**src/rtl/rewc_pkg.sv**
```systemverilog
// ----------------------------------------------------------------------------
// rewc_pkg: shared types and constants for the rotary encoder wrap counter
// Beat layouts, item kind codes, register indexes and reset values.
// ----------------------------------------------------------------------------
package rewc_pkg;

  // Item kind codes
  localparam logic [2:0] KIND_EDGE_A  = 3'd0;
  localparam logic [2:0] KIND_EDGE_B  = 3'd1;
  localparam logic [2:0] KIND_BUTTON  = 3'd2;
  localparam logic [2:0] KIND_LOAD    = 3'd3;
  localparam logic [2:0] KIND_RESTART = 3'd4;

  // Configuration register indexes
  localparam logic [1:0] REG_LOWER_BOUND     = 2'd0;
  localparam logic [1:0] REG_UPPER_BOUND     = 2'd1;
  localparam logic [1:0] REG_STEPS_PER_COUNT = 2'd2;

  // Register reset values
  localparam logic signed [15:0] LOWER_BOUND_RESET     = 16'sd0;
  localparam logic signed [15:0] UPPER_BOUND_RESET     = 16'sd255;
  localparam logic [6:0]         STEPS_PER_COUNT_RESET = 7'd7;

  // Input beat
  typedef struct packed {
    logic [2:0]         kind;
    logic               level;
    logic signed [15:0] new_value;
  } in_item_t;

  // Output beat
  typedef struct packed {
    logic signed [15:0] count;
    logic               pressed;
    logic               released;
  } out_item_t;

endpackage

```
**src/rtl/rotary_encoder_wrap_counter.sv**
```systemverilog
// ----------------------------------------------------------------------------
// rotary_encoder_wrap_counter: quadrature encoder counter with push button
// Counts encoder edges into a wrapping bounded value and tracks a button.
// ----------------------------------------------------------------------------
//
// Usage:
//   Input channel (in_valid/in_ready/in_data) carries one event per beat:
//   an edge on A or B with the sampled pin level, a raw button sample
//   (active low), a load request or a restart. Every input beat yields
//   exactly one output beat (out_valid/out_ready/out_data) with the count,
//   the pressed level and a one-shot released flag.
//   The result of an accepted beat is registered in the output register at
//   the edge that accepts it. Throughput is one beat per cycle while the
//   receiver does not stall; the update of count, step accumulator and pin
//   levels is combinational between the state and output registers.
//   The output register holds a waiting result while the receiver stalls;
//   in_ready stays high as long as the output register is free or is
//   being emptied in the same cycle.
//   Configuration is written through cfg_write/cfg_index/cfg_data while
//   idle; writes change only the registers, not count or accumulator.
//   Synchronous reset clears count, accumulator, pin levels and button
//   state, loads register defaults and empties the output register.
//
module rotary_encoder_wrap_counter (
  input  logic               clk,
  input  logic               rst,
  input  logic               in_valid,
  output logic               in_ready,
  input  rewc_pkg::in_item_t in_data,
  output logic               out_valid,
  input  logic               out_ready,
  output rewc_pkg::out_item_t out_data,
  input  logic               cfg_write,
  input  logic [1:0]         cfg_index,
  input  logic [15:0]        cfg_data
);

  // Configuration registers
  logic signed [15:0] lower_bound;
  logic signed [15:0] upper_bound;
  logic [6:0]         steps_per_count;

  // Block state
  logic signed [15:0] count_value;
  logic signed [7:0]  step_acc;
  logic               prev_a;
  logic               latest_b;
  logic               button_down;

  // Next state
  logic signed [15:0] count_value_next;
  logic signed [7:0]  step_acc_next;
  logic               prev_a_next;
  logic               latest_b_next;
  logic               button_down_next;
  logic               released_next;

  // Step arithmetic
  logic               in_fire;
  logic               step_dir;
  logic               is_edge;
  logic signed [7:0]  steps_s;
  logic signed [7:0]  acc_step;
  logic signed [7:0]  acc_mid;
  logic signed [16:0] cnt_ext;
  logic signed [16:0] cnt_mid;
  logic signed [16:0] cnt_moved;
  logic signed [16:0] cnt_wrap;
  logic signed [16:0] lower_ext;
  logic signed [16:0] upper_ext;
  logic               ge_hit;
  logic               le_hit;

  assign in_ready = !out_valid || out_ready;
  assign in_fire  = in_valid && in_ready;

  // Write configuration registers
  always_ff @(posedge clk) begin
    if (rst) begin
      lower_bound     <= rewc_pkg::LOWER_BOUND_RESET;
      upper_bound     <= rewc_pkg::UPPER_BOUND_RESET;
      steps_per_count <= rewc_pkg::STEPS_PER_COUNT_RESET;
    end else if (cfg_write) begin
      case (cfg_index)
        rewc_pkg::REG_LOWER_BOUND:     lower_bound     <= cfg_data;
        rewc_pkg::REG_UPPER_BOUND:     upper_bound     <= cfg_data;
        rewc_pkg::REG_STEPS_PER_COUNT: steps_per_count <= cfg_data[6:0];
        default: ;
      endcase
    end
  end

  // Take one edge step: accumulate, move count, wrap at the bounds
  always_comb begin
    is_edge   = (in_data.kind == rewc_pkg::KIND_EDGE_A) ||
                (in_data.kind == rewc_pkg::KIND_EDGE_B);
    step_dir  = ((in_data.kind == rewc_pkg::KIND_EDGE_B) ? in_data.level : latest_b) ^ prev_a;
    steps_s   = signed'({1'b0, steps_per_count});
    acc_step  = step_dir ? (step_acc + 8'sd1) : (step_acc - 8'sd1);
    cnt_ext   = {count_value[15], count_value};
    lower_ext = {lower_bound[15], lower_bound};
    upper_ext = {upper_bound[15], upper_bound};

    ge_hit    = (acc_step >= steps_s);
    acc_mid   = ge_hit ? 8'sd0 : acc_step;
    cnt_mid   = ge_hit ? (cnt_ext + 17'sd1) : cnt_ext;
    le_hit    = (acc_mid <= -steps_s);
    cnt_moved = le_hit ? (cnt_mid - 17'sd1) : cnt_mid;

    cnt_wrap  = (cnt_moved > upper_ext) ? lower_ext : cnt_moved;
    if (cnt_wrap < lower_ext) begin
      cnt_wrap = upper_ext;
    end
  end

  // Select the next state by item kind
  always_comb begin
    count_value_next = count_value;
    step_acc_next    = step_acc;
    prev_a_next      = prev_a;
    latest_b_next    = latest_b;
    button_down_next = button_down;
    released_next    = 1'b0;
    case (in_data.kind)
      rewc_pkg::KIND_EDGE_A, rewc_pkg::KIND_EDGE_B: begin
        count_value_next = cnt_wrap[15:0];
        step_acc_next    = le_hit ? 8'sd0 : acc_mid;
        if (in_data.kind == rewc_pkg::KIND_EDGE_A) begin
          prev_a_next = in_data.level;
        end else begin
          latest_b_next = in_data.level;
        end
      end
      rewc_pkg::KIND_BUTTON: begin
        button_down_next = !in_data.level;
        released_next    = button_down && in_data.level;
      end
      rewc_pkg::KIND_LOAD: begin
        if ((in_data.new_value <= upper_bound) && (in_data.new_value >= lower_bound)) begin
          count_value_next = in_data.new_value;
        end
      end
      rewc_pkg::KIND_RESTART: begin
        count_value_next = lower_bound;
        step_acc_next    = 8'sd0;
      end
      default: ;
    endcase
  end

  // Advance state on an accepted beat
  always_ff @(posedge clk) begin
    if (rst) begin
      count_value <= 16'sd0;
      step_acc    <= 8'sd0;
      prev_a      <= 1'b0;
      latest_b    <= 1'b0;
      button_down <= 1'b0;
    end else if (in_fire) begin
      count_value <= count_value_next;
      step_acc    <= step_acc_next;
      prev_a      <= prev_a_next;
      latest_b    <= latest_b_next;
      button_down <= button_down_next;
    end
  end

  // Hold the result beat until the receiver takes it
  always_ff @(posedge clk) begin
    if (rst) begin
      out_valid <= 1'b0;
    end else if (in_fire) begin
      out_valid <= 1'b1;
    end else if (out_ready) begin
      out_valid <= 1'b0;
    end
  end

  always_ff @(posedge clk) begin
    if (in_fire) begin
      out_data.count    <= count_value_next;
      out_data.pressed  <= button_down_next;
      out_data.released <= released_next;
    end
  end

`ifndef SYNTHESIS
  // Every accepted beat shows a result in the next cycle
  a_fire_gives_result: assert property (@(posedge clk) disable iff (rst)
    in_fire |=> out_valid)
    else $error("accepted beat produced no result");

  // Restart puts count at the lower bound and clears the accumulator
  a_restart: assert property (@(posedge clk) disable iff (rst)
    in_fire && (in_data.kind == rewc_pkg::KIND_RESTART) |=>
      (out_data.count == $past(lower_bound)) && (step_acc == 8'sd0))
    else $error("restart did not reach lower bound");

  // After an edge with ordered bounds the count lies within them
  a_edge_in_bounds: assert property (@(posedge clk) disable iff (rst)
    in_fire && is_edge && (lower_bound <= upper_bound) |=>
      (out_data.count >= $past(lower_bound)) && (out_data.count <= $past(upper_bound)))
    else $error("count outside bounds after edge");

  // A release beat never reports the button as held
  a_release_not_pressed: assert property (@(posedge clk) disable iff (rst)
    out_valid && out_data.released |-> !out_data.pressed)
    else $error("released flagged while pressed");
`endif

endmodule

```
**config.mk**
```make
export PLATFORM = sky130hd
export DESIGN_NAME = rotary_encoder_wrap_counter
export DESIGN_NICKNAME = d
export VERILOG_FILES = /design/src/rtl/rewc_pkg.sv /design/src/rtl/rotary_encoder_wrap_counter.sv
export SDC_FILE = /design/constraint.sdc
export NUM_CORES = 1
export LEC_CHECK = 0
export BUFFER_PORTS_ARGS = -buffer_cell sky130_fd_sc_hd__buf_2
export CAP_MARGIN = 20
export CORE_MARGIN = 2
export CORE_UTILIZATION = 68
export CTS_BUF_LIST = sky130_fd_sc_hd__clkbuf_8
export DETAILED_ROUTE_END_ITERATION = 10
export PLACE_DENSITY = 0.89
export SYNTH_ARGS = -nofsm -noshare
export SYNTH_HDL_FRONTEND = slang
export SYNTH_SLANG_ARGS = --single-unit
```
**constraint.sdc**
```tcl
create_clock -name clk -period 24.9 [get_ports clk]
set_clock_uncertainty 0.1 [all_clocks]
set_input_delay 3.735 -clock clk [delete_from_list [all_inputs] [get_ports clk]]
set_output_delay 3.735 -clock clk [all_outputs]
set_load 0.01 [all_outputs]
```
Word level (Yosys, flattened, before mapping)
Index checks and enable logic that the tools add are counted.
{"block": "word_totals", "register_bits": 85, "in_bits": 43, "output_inout_bits": 20, "word_cells": 62}
{"block": "classes", "addsub": 5, "magnitude_cmp": 6, "eq_ne": 6, "n_mux": 14, "bitwise_logic": 2, "n_reduce_logical": 17}
{"cell": "2-to-1 mux 17 bit", "n": 3}
{"cell": "case mux 16 bit (3 select lines)", "n": 1}
{"cell": "2-to-1 mux 16 bit", "n": 2}
{"cell": "2-to-1 mux 8 bit", "n": 3}
{"cell": "adder 16 x 2 -> 17 bit, second input constant", "n": 1}
{"cell": "> comparator 17 x 16 -> 1 bit", "n": 1}
{"cell": "less-than comparator 17 x 16 -> 1 bit", "n": 1}
{"cell": "subtractor 17 x 2 -> 17 bit, second input constant", "n": 1}
{"cell": "greater-or-equal comparator 16 bit", "n": 1}
{"cell": "<= comparator 16 bit", "n": 1}
{"cell": "case mux 8 bit (2 select lines)", "n": 1}
{"cell": "adder 8 x 2 -> 8 bit, second input constant", "n": 1}
{"cell": "greater-or-equal comparator 8 bit", "n": 1}
{"cell": "<= comparator 8 bit", "n": 1}
{"cell": "negator 7 -> 8 bit", "n": 1}
{"cell": "AND reduction 2 bit", "n": 4}
{"cell": "subtractor 8 x 2 -> 8 bit, second input constant", "n": 1}
{"cell": "equality test 3 x 2 -> 1 bit, second input constant", "n": 2}
{"cell": "AND reduction 3 bit", "n": 2}
{"cell": "2-to-1 mux 1 bit", "n": 4}
{"cell": "nonzero test 2 bit", "n": 2}
{"cell": "equality test 3 x 1 -> 1 bit, second input constant", "n": 1}
{"cell": "equality test 3 bit, second input constant", "n": 1}
{"cell": "logical AND 1 bit", "n": 3}
{"cell": "9 further kinds", "n": 10}

Logic depth before layout (Yosys ltp)
Gate-level depths: netlist of run 1.
{"block": "logic_depth", "ltp_word": 13, "mapped_depth": 54, "mapped_depth_nobuf": 47}

Least setup slack after synthesis of run 1
Ideal clock, no wire load.
{"block": "synth_path", "path_kind": "input to register", "startpoint": "in in_data[18] (netlist name)", "endpoint": "reg out_data[2] (netlist name) (data pin)", "setup_time_ns": 0.266, "t_arrival_ns": 14.076, "t_required_ns": 24.534, "slack_ns": 10.459, "path_stages": 50, "path_buffers": 8, "path_cell_list": "buf_2 > nor3b_4 > a21boi_2 > or2_2 > clkbuf_1 > xnor2_1 > ha_1 > nor4_1 > o21bai_1 > a31oi_1 > xnor2_1 > ha_1 > nand4_1 > o21ai_0 > o21ai_1 > buf_2 > buf_1 > and2_1 > [14 not listed] > o21ai_0 > o21a_1 > nor2_1 > clkbuf_1 > clkbuf_1 > nor2_1 > a21o_1 > ha_1 > nand4_1 > nor2_1 > nand3_1 > or3_1 > a41oi_1 > or2_1 > buf_2 > mux2_2 > a221oi_1 > o21ai_1"}
{"block": "synth_between", "elab_chain_cells": 13, "word_cells_on_any_way": 19, "cone_classes": "1 x add/sub; 4 x order compare; 3 x eq/ne; 8 x mux; 1 x bitwise; 2 x reduce/logical"}
{"item": "start: declaration", "line": "rotary_encoder_wrap_counter.sv:29", "text": "input rewc_pkg::in_item_t in_data,"}
{"item": "equality test 3 x 1 -> 1 bit", "line": "rotary_encoder_wrap_counter.sv:97, rotary_encoder_wrap_counter.sv:124"}
{"item": "2-to-1 mux 1 bit", "line": "rotary_encoder_wrap_counter.sv:97", "text": "step_dir = ((in_data.kind == rewc_pkg::KIND_EDGE_B) ? in_data.level : latest_b) ^ prev_a;"}
{"item": "XOR 1 bit", "line": "rotary_encoder_wrap_counter.sv:97"}
{"item": "2-to-1 mux 8 bit", "line": "rotary_encoder_wrap_counter.sv:99", "text": "acc_step = step_dir ? (step_acc + 8'sd1) : (step_acc - 8'sd1);"}
{"item": "greater-or-equal comparator 8 bit", "line": "rotary_encoder_wrap_counter.sv:104", "text": "ge_hit = (acc_step >= steps_s);"}
{"item": "2-to-1 mux 17 bit / 2-to-1 mux 8 bit (equally long branches)", "line": "rotary_encoder_wrap_counter.sv:106, rotary_encoder_wrap_counter.sv:105"}
{"item": "subtractor 17 x 2 -> 17 bit / <= comparator 8 bit (equally long branches)", "line": "rotary_encoder_wrap_counter.sv:108, rotary_encoder_wrap_counter.sv:107"}
{"item": "2-to-1 mux 17 bit", "line": "rotary_encoder_wrap_counter.sv:108", "text": "cnt_moved = le_hit ? (cnt_mid - 17'sd1) : cnt_mid;"}
{"item": "> comparator 17 x 16 -> 1 bit", "line": "rotary_encoder_wrap_counter.sv:110", "text": "cnt_wrap = (cnt_moved > upper_ext) ? lower_ext : cnt_moved;"}
{"item": "2-to-1 mux 17 bit", "line": "rotary_encoder_wrap_counter.sv:110"}
{"item": "less-than comparator 17 x 16 -> 1 bit", "line": "rotary_encoder_wrap_counter.sv:111", "text": "if (cnt_wrap < lower_ext) begin"}
{"item": "2-to-1 mux 16 bit", "line": "rotary_encoder_wrap_counter.sv:111"}
{"item": "case mux 16 bit (3 select lines) (*)", "line": "rotary_encoder_wrap_counter.sv:124", "text": "case (in_data.kind)"}
{"item": "named net count_value_next[0]", "line": "rotary_encoder_wrap_counter.sv:51", "text": "logic signed [15:0] count_value_next;"}
{"item": "end: declaration", "line": "rotary_encoder_wrap_counter.sv:32", "text": "output rewc_pkg::out_item_t out_data,"}
Mark *: on every way through the listed nets, which the timed path passes. The rest lies on a longest branch.
A chain may end at the register's enable or synchronous reset.

Worst setup path in the final report of run 1
{"block": "layout_path", "startpoint": "in in_data[19] (netlist name)", "endpoint": "reg out_data[4] (netlist name) (data pin)"}
Same word-level chain as after synthesis.

==> results of run 1 <==
==> state kept, by name, indices dropped and copies added, names as in the netlist <==
signal and count:
count_value 16, steps_per_count 7, out_data 18, lower_bound 16, out_valid 1, upper_bound 16
step_acc 8, button_down 1, prev_a 1, latest_b 1
==> cells by family (layout without fill, tap and decap cells) <==
family | count (synthesis) | after routing | share of synthesized area, %
AO/OA/AOI/OAI | 256 | 256 | 22.2
XOR/XNOR | 40 | 40 | 5.24
adder cells (fa/ha/maj) | 86 | 86 | 14.1
buffers and inverters | 108 | 139 | 5.65
flip-flops | 85 | 85 | 24.7
multiplexers | 38 | 38 | 5.15
AND/OR/NAND/NOR | 351 | 351 | 23.0
==> critical path: cells and delay by family <==
family                     cells  cell delay (ns)
AOI/OAI and AO/OA             14             3.28
buffers and inverters          3             0.98
xor gates and xnor gates       2             0.30
muxes                          1             0.39
and+or+nand+nor               19             4.66
adders and majority gates      5             1.35
==> final timing paths <==
path / start / end / slack, ns / depth (start not counted)
hold / removal: button_down / button_down / 0.38 / 2
setup / recovery: in_data[19] / out_data[4] / 10.22 / 44
setup reg to reg: prev_a / out_data[4] / 13.63 / 43
hold reg to reg: button_down / button_down / 0.38 / 2
==> per-stage QoR <==
step	util [%]	hold slack, ns
2_1_floorplan	-	0.336
3_3_place_gp	73.0	0.342
3_5_place_dp	73.0	0.350
4_1_cts	74.8	0.386
5_1_grt	74.9	0.405
6_report	74.9	0.380
==> Yosys cell counts (all sizes together), types with 6 or more instances <==
| library cell | instances | share of area [%] |
|---|---|---|
| edfxtp | 18 | 7.1 |
| ha | 86 | 14 |
| o21ai | 57 | 3.7 |
| and2 | 11 | 0.92 |
| nor3 | 23 | 1.5 |
| a21oi | 71 | 4.7 |
| buf | 15 | 1.1 |
| nor2 | 88 | 4.4 |
| xnor2 | 23 | 2.7 |
| a31oi | 10 | 1.0 |
| nor2b | 9 | 0.74 |
| o211ai | 14 | 1.4 |
| a22oi | 7 | 0.69 |
| nand3 | 25 | 1.6 |
| mux2i | 28 | 3.7 |
| mux2 | 10 | 1.5 |
| and3 | 8 | 0.67 |
| clkbuf | 41 | 2.0 |
| nand2b | 9 | 0.74 |
| nand2 | 111 | 5.5 |
| a21o | 17 | 1.7 |
| xor2 | 17 | 2.5 |
| a211oi | 8 | 0.79 |
| nand4 | 22 | 2.0 |
| o21bai | 7 | 0.69 |
| inv | 51 | 2.5 |
| o21a | 14 | 1.4 |
| nor3b | 6 | 0.74 |
| nor4 | 7 | 0.74 |
| o31ai | 7 | 0.69 |
| or2 | 7 | 0.57 |
| dfxtp | 67 | 18 |
==> layer usage <==
metal	global-route usage, %	share of wire [%]
met1	53.9	41
met2	56.8	42
met3	8.71	13
met4	12.9	2.9
met5	0	0
==> layout make-up <==
class / count / area share (%)
Multi-Input combinational cell: 771 / 65.3
Sequential cell: 85 / 23.1
Timing Repair Buffer: 71 / 4.60
Inverter: 52 / 2.39
Tap cell: 140 / 2.15
Clock buffer: 9 / 1.52
Clock inverter: 7 / 0.967
==> results.tsv, run 1 <==
stage	metric	value	unit
final_layout	NumNets Final	1119	
timing	Setup-failing EPs final	0	
clocking	CTS tree	built	
die	IO Count	63	
timing	Max Slew Vio Count	0	
placement	routability congestion estimate	1.04	
placement	Placed Area	0.00795	mm^2
global_route	largest net degree at the start of global routing	46	
critical_path	CP dominant cell by count	ha_1	
final_layout	design area	0.00815	mm^2
timing	fmax	68.1	MHz
critical_path	CP Data Required Time	24.93	ns
worst_hold_path	type of the most critical hold path	reg -> reg	
placement	dpl hpwl	17200	um
critical_path	Data arrival, critical path	14.72	ns
logic_synthesis	number of synthesized register bits	85	
logic_synthesis	EDFF count, synth	18	
placement	Post-Place Cells	1118	
detailed_routing	DR iter-0 viols	958	
global_route	antenna violations before repair	0	
global_route	Global Route Usage Sum	38.1	%
logic_synthesis	Cell variety after synth	86	
final_layout	share of cells above drive strength 1	13.3	%
detailed_routing	Total Wirelength	22600	um
timing	fin crit period	14.68	ns
placement	Place WS	9.58	ns
logic_synthesis	Synth Net Count	1093	
final_layout	area occupied by multi-input gates	0.00532	mm^2
critical_path	kind of critical path	in -> reg	
die	die width	110	um
run	max cap viols	0	
logic_synthesis	predominant post-synthesis flop cell	dfxtp_1	
timing	Relative slew margins	40.6	%
die	# rows	38	
final_layout	Layout area overhead	6.96	%
clocking	Clk Latency, worst-skew pair	0.40	ns
logic_synthesis	synthesized area per cell	7.91	um^2
timing	setup_tns	0	ns
detailed_routing	drt first pass iters	6	
detailed_routing	DRC Markers	0	
critical_path	Max Fanout on Critical Path	24	
timing	final hold vios	0	
final_layout	Antenna Cells	0	
clocking	CTS H-tree lvls	3	
final_layout	Seq. cell area	0.00188	mm^2
timing	Final WS setup	10.22	ns
die	die area	0.0121	mm^2
clocking	total CTS buffers	9	
clocking	CTS sink count	85	
final_layout	Non-Filler Instances	1135	
detailed_routing	WL/cell	19.9	um
global_route	global-route wire length before repair	35000	um
global_route	Overflow after GRT	0	
detailed_routing	via count	7566	
status	status	finished, final reports clean	
global_route	vias in the first global route	6716	
placement	Port Buf Inserts	62	
clocking	Post-CTS Setup Bufs	0	
final_layout	commonest non-fill, non-tap cell in the layout	nand2_1	
die	Initial Utilization	70.0	%
logic_synthesis	sequential share of the synthesized area	24.7	%
clocking	hold bufs inserted after CTS	0	
clocking	Max Root-Sink Buffers	2	
logic_synthesis	mapped cell area	0.00762	mm^2
detailed_routing	DR vias/cell	6.67	
logic_synthesis	async set-reset flop share out of synthesis	0	%
logic_synthesis	Mapped Cells	964	
critical_path	Worst setup SP type	input pin	
timing	measured slew at the worst slew-check pin	0.890	ns
critical_path	Critical Path Max Stage Delay	0.68	ns
clocking	CTS Root Cell	clkbuf_8	
detailed_routing	antenna viol nets, final	0	
critical_path	Worst setup EP type	flip-flop	
clocking	Resize count post-CTS	0	
critical_path	slowest cell on the critical path	o21ai_0	
timing	RSZ-0062 raised after global routing	false	
logic_synthesis	yosys warns	0	
final_layout	most frequent cells in the layout	nand2_1 (111), ha_1 (86), nor2_1 (85), a21oi_1 (70), dfxtp_1 (67)	
die	Core ar.	0.0109	mm^2
timing	Final period util	59.0	%
clocking	clock slew at reported path FFs	0.09	ns
final_layout	filler instances	845	
die	die height	110	um
Power of run 1 is not shown: default switching activity piles up to over one toggle a cycle in this logic, so the estimate is an artifact.
==> inputs of run 2 (changes only) <==
ABC_AREA = 1   (was default)
CORE_UTILIZATION = 63   (was 68)
PLACE_DENSITY = 0.83   (was 0.89)
clock period = 13.6 ns   (was 24.9 ns; I/O delays follow)
==> results.tsv, run 2 <==
stage	metric	value	unit	change
status	status	finished, final reports clean		
final_layout	design area	0.00808	mm^2	-0.97%
timing	Max Slew Vio Count	0		unchanged
critical_path	Critical Path Max Stage Delay	0.59	ns	-0.09 ns
global_route	antenna violations before repair	0		unchanged
critical_path	slowest cell on the critical path	nand3_2		
die	die width	113	um	+3.1%
logic_synthesis	Cell variety after synth	52		-40%
timing	Final period util	88.8	%	
timing	Relative slew margins	40.3	%	-0.33 points
die	# rows	39		+2.6%
worst_hold_path	type of the most critical hold path	reg -> reg		
logic_synthesis	predominant post-synthesis flop cell	dfxtp_1		
clocking	hold bufs inserted after CTS	0		unchanged
critical_path	CP Data Required Time	13.64	ns	-11.29 ns
run	max cap viols	0		unchanged
logic_synthesis	async set-reset flop share out of synthesis	0	%	unchanged
logic_synthesis	mapped cell area	0.00753	mm^2	-1.3%
final_layout	max reg flops	18		unchanged
final_layout	Biggest register	out_data		
clocking	Clk Latency, worst-skew pair	0.39	ns	about the same
critical_path	worst-case reg-to-reg path depth	68		+58%
placement	Port Buf Inserts	62		unchanged
critical_path	Data arrival, critical path	12.12	ns	-2.60 ns
placement	Placed Area	0.00787	mm^2	-0.91%
worst_hold_path	min-delay src	button_down		
logic_synthesis	Synth Net Count	1216		+11%
critical_path	kind of critical path	in -> reg		
critical_path	reg2reg start	latest_b		
global_route	vias in the first global route	6791		+1.1%
detailed_routing	drt first pass iters	6		unchanged
critical_path	r2r setup slk	3.40	ns	-10.23 ns
global_route	largest net degree at the start of global routing	40		-13%
detailed_routing	DR vias/cell	5.85		-12%
detailed_routing	Total Wirelength	20800	um	-7.6%
final_layout	NumNets Final	1259		+13%
critical_path	Max Fanout on Critical Path	29		+21%
clocking	clock slew at reported path FFs	0.09	ns	about the same
timing	final hold vios	0		unchanged
logic_synthesis	post-synth top area cell	dfxtp_1		
logic_synthesis	synthesized area per cell	6.92	um^2	-12%
final_layout	Antenna Cells	0		unchanged
clocking	CTS sink count	85		unchanged
detailed_routing	DRC Markers	0		unchanged
logic_synthesis	Mapped Cells	1087		+13%
logic_synthesis	top-area cell type share of the netlist area	17.8	%	+0.23 points
final_layout	commonest non-fill, non-tap cell in the layout	nand2_1		
clocking	Resize count post-CTS	0		unchanged
logic_synthesis	most common library cells after synthesis	nand2_1 (255), inv_1 (175), a21oi_1 (87), ha_1 (86), dfxtp_1 (67)		
critical_path	CP dominant cell by count	nand2_1		
clocking	CTS H-tree lvls	3		unchanged
worst_hold_path	hold path cells	2		unchanged
critical_path	Worst Setup EP	out_data[12]		
critical_path	Worst setup EP type	flip-flop		
placement	routability congestion estimate	1.06		+1.4%
die	Core ar.	0.0115	mm^2	+5.8%
detailed_routing	antenna viol nets, final	0		unchanged
clocking	Max Root-Sink Buffers	2		unchanged
logic_synthesis	yosys warns	0		unchanged
die	die height	113	um	+3.1%
clocking	CTS tree	built		
global_route	Global Route Usage Sum	33.3	%	-4.8 points
logic_synthesis	EDFF count, synth	18		unchanged
placement	dpl hpwl	16500	um	-3.8%
clocking	CTS Root Cell	clkbuf_8		
global_route	Overflow after GRT	0		unchanged
detailed_routing	DR iter-0 viols	830		-13%
timing	Setup-failing EPs final	0		unchanged
logic_synthesis	sequential share of the synthesized area	25.0	%	+0.32 points
critical_path	crit path from	in_data[19]		
clocking	Post-CTS Setup Bufs	0		unchanged
logic_synthesis	number of synthesized register bits	85		unchanged
detailed_routing	via count	7474		-1.2%
final_layout	Layout area overhead	7.28	%	
timing	setup_tns	0	ns	unchanged
die	IO Count	63		unchanged
logic_synthesis	cell with the most instances after synthesis	nand2_1		
detailed_routing	WL/cell	16.3	um	-18%
die	die area	0.0128	mm^2	+6.3%
logic_synthesis	Synth area leaders	dfxtp_1 (18%), ha_1 (14%), nand2_1 (13%)		
final_layout	most frequent cells in the layout	nand2_1 (255), inv_1 (176), a21oi_1 (87), ha_1 (86), dfxtp_1 (67)		
timing	fin crit period	12.07	ns	
global_route	global-route wire length before repair	34000	um	-3.0%
die	Initial Utilization	65.4	%	-4.7 points
clocking	total CTS buffers	9		unchanged
critical_path	reg2reg end	out_data[12]		
final_layout	share of cells above drive strength 1	11.6	%	-1.6 points
timing	RSZ-0062 raised after global routing	false		
timing	fmax	82.8	MHz	
critical_path	Worst setup SP type	input pin		
timing	measured slew at the worst slew-check pin	0.894	ns	+0.00398 ns
==> run 2: cell type report <==
type	count	area, um^2
fillers	1004	3440
clock inverters	6	63.8
clock buffers	10	138
repair buffers	67	348
inverters	179	677
well taps	143	179
flip-flops and latches	85	1880
multi-input cells	788	4790
==> run 2: cells by family after synthesis <==
kind of cell / count (synthesis) / share of synthesized area (%)
buf+inv: 214 / 11.4
compound gates: 216 / 17.2
simple gates: 447 / 27.2
xor+xnor: 39 / 4.89
fa+ha+maj: 86 / 14.3
flops: 85 / 25.0
==> run 2: worst min path at each step <==
stage | endpoint
after global routing | button_down
after global placement | button_down
final | button_down
after CTS | button_down
after floorplan | button_down
after detailed placement | button_down
==> run 2: metrics by stage <==
| step | hold slack [ns] | cells | setup slack, ns | util (%) |
|---|---|---|---|---|
| floorplan | 0.341 | 1087 | 3.33 | - |
| global placement | 0.357 | 1262 | 1.96 | 68.4 |
| detailed placement | 0.366 | 1262 | 1.48 | 68.4 |
| CTS | 0.379 | 1278 | 1.76 | 70.1 |
| global route | 0.403 | 1278 | 0.414 | 70.1 |
| finish | 0.379 | 1278 | 1.53 | 70.1 |
==> run 2: worst max-delay path, delay by kind of cell <==
| family | cells | cell delay (ns) |
|---|---|---|
| AND/OR/NAND/NOR | 40 | 4.72 |
| AO/OA/AOI/OAI | 10 | 1.89 |
| buffers and inverters | 14 | 1.76 |
| adder cells (fa/ha/maj) | 5 | 1.36 |
| XOR/XNOR | 2 | 0.29 |
==> run 2: metal layers <==
metal	GRT usage, %	vias up	share of wire [%]
met5	0	-	0
met4	10.6	0	1.9
met3	9.21	33	11
met2	48.1	356	41
met1	48.1	3349	46
li1	-	3736	-
Power of run 2 is left out for the same reason.
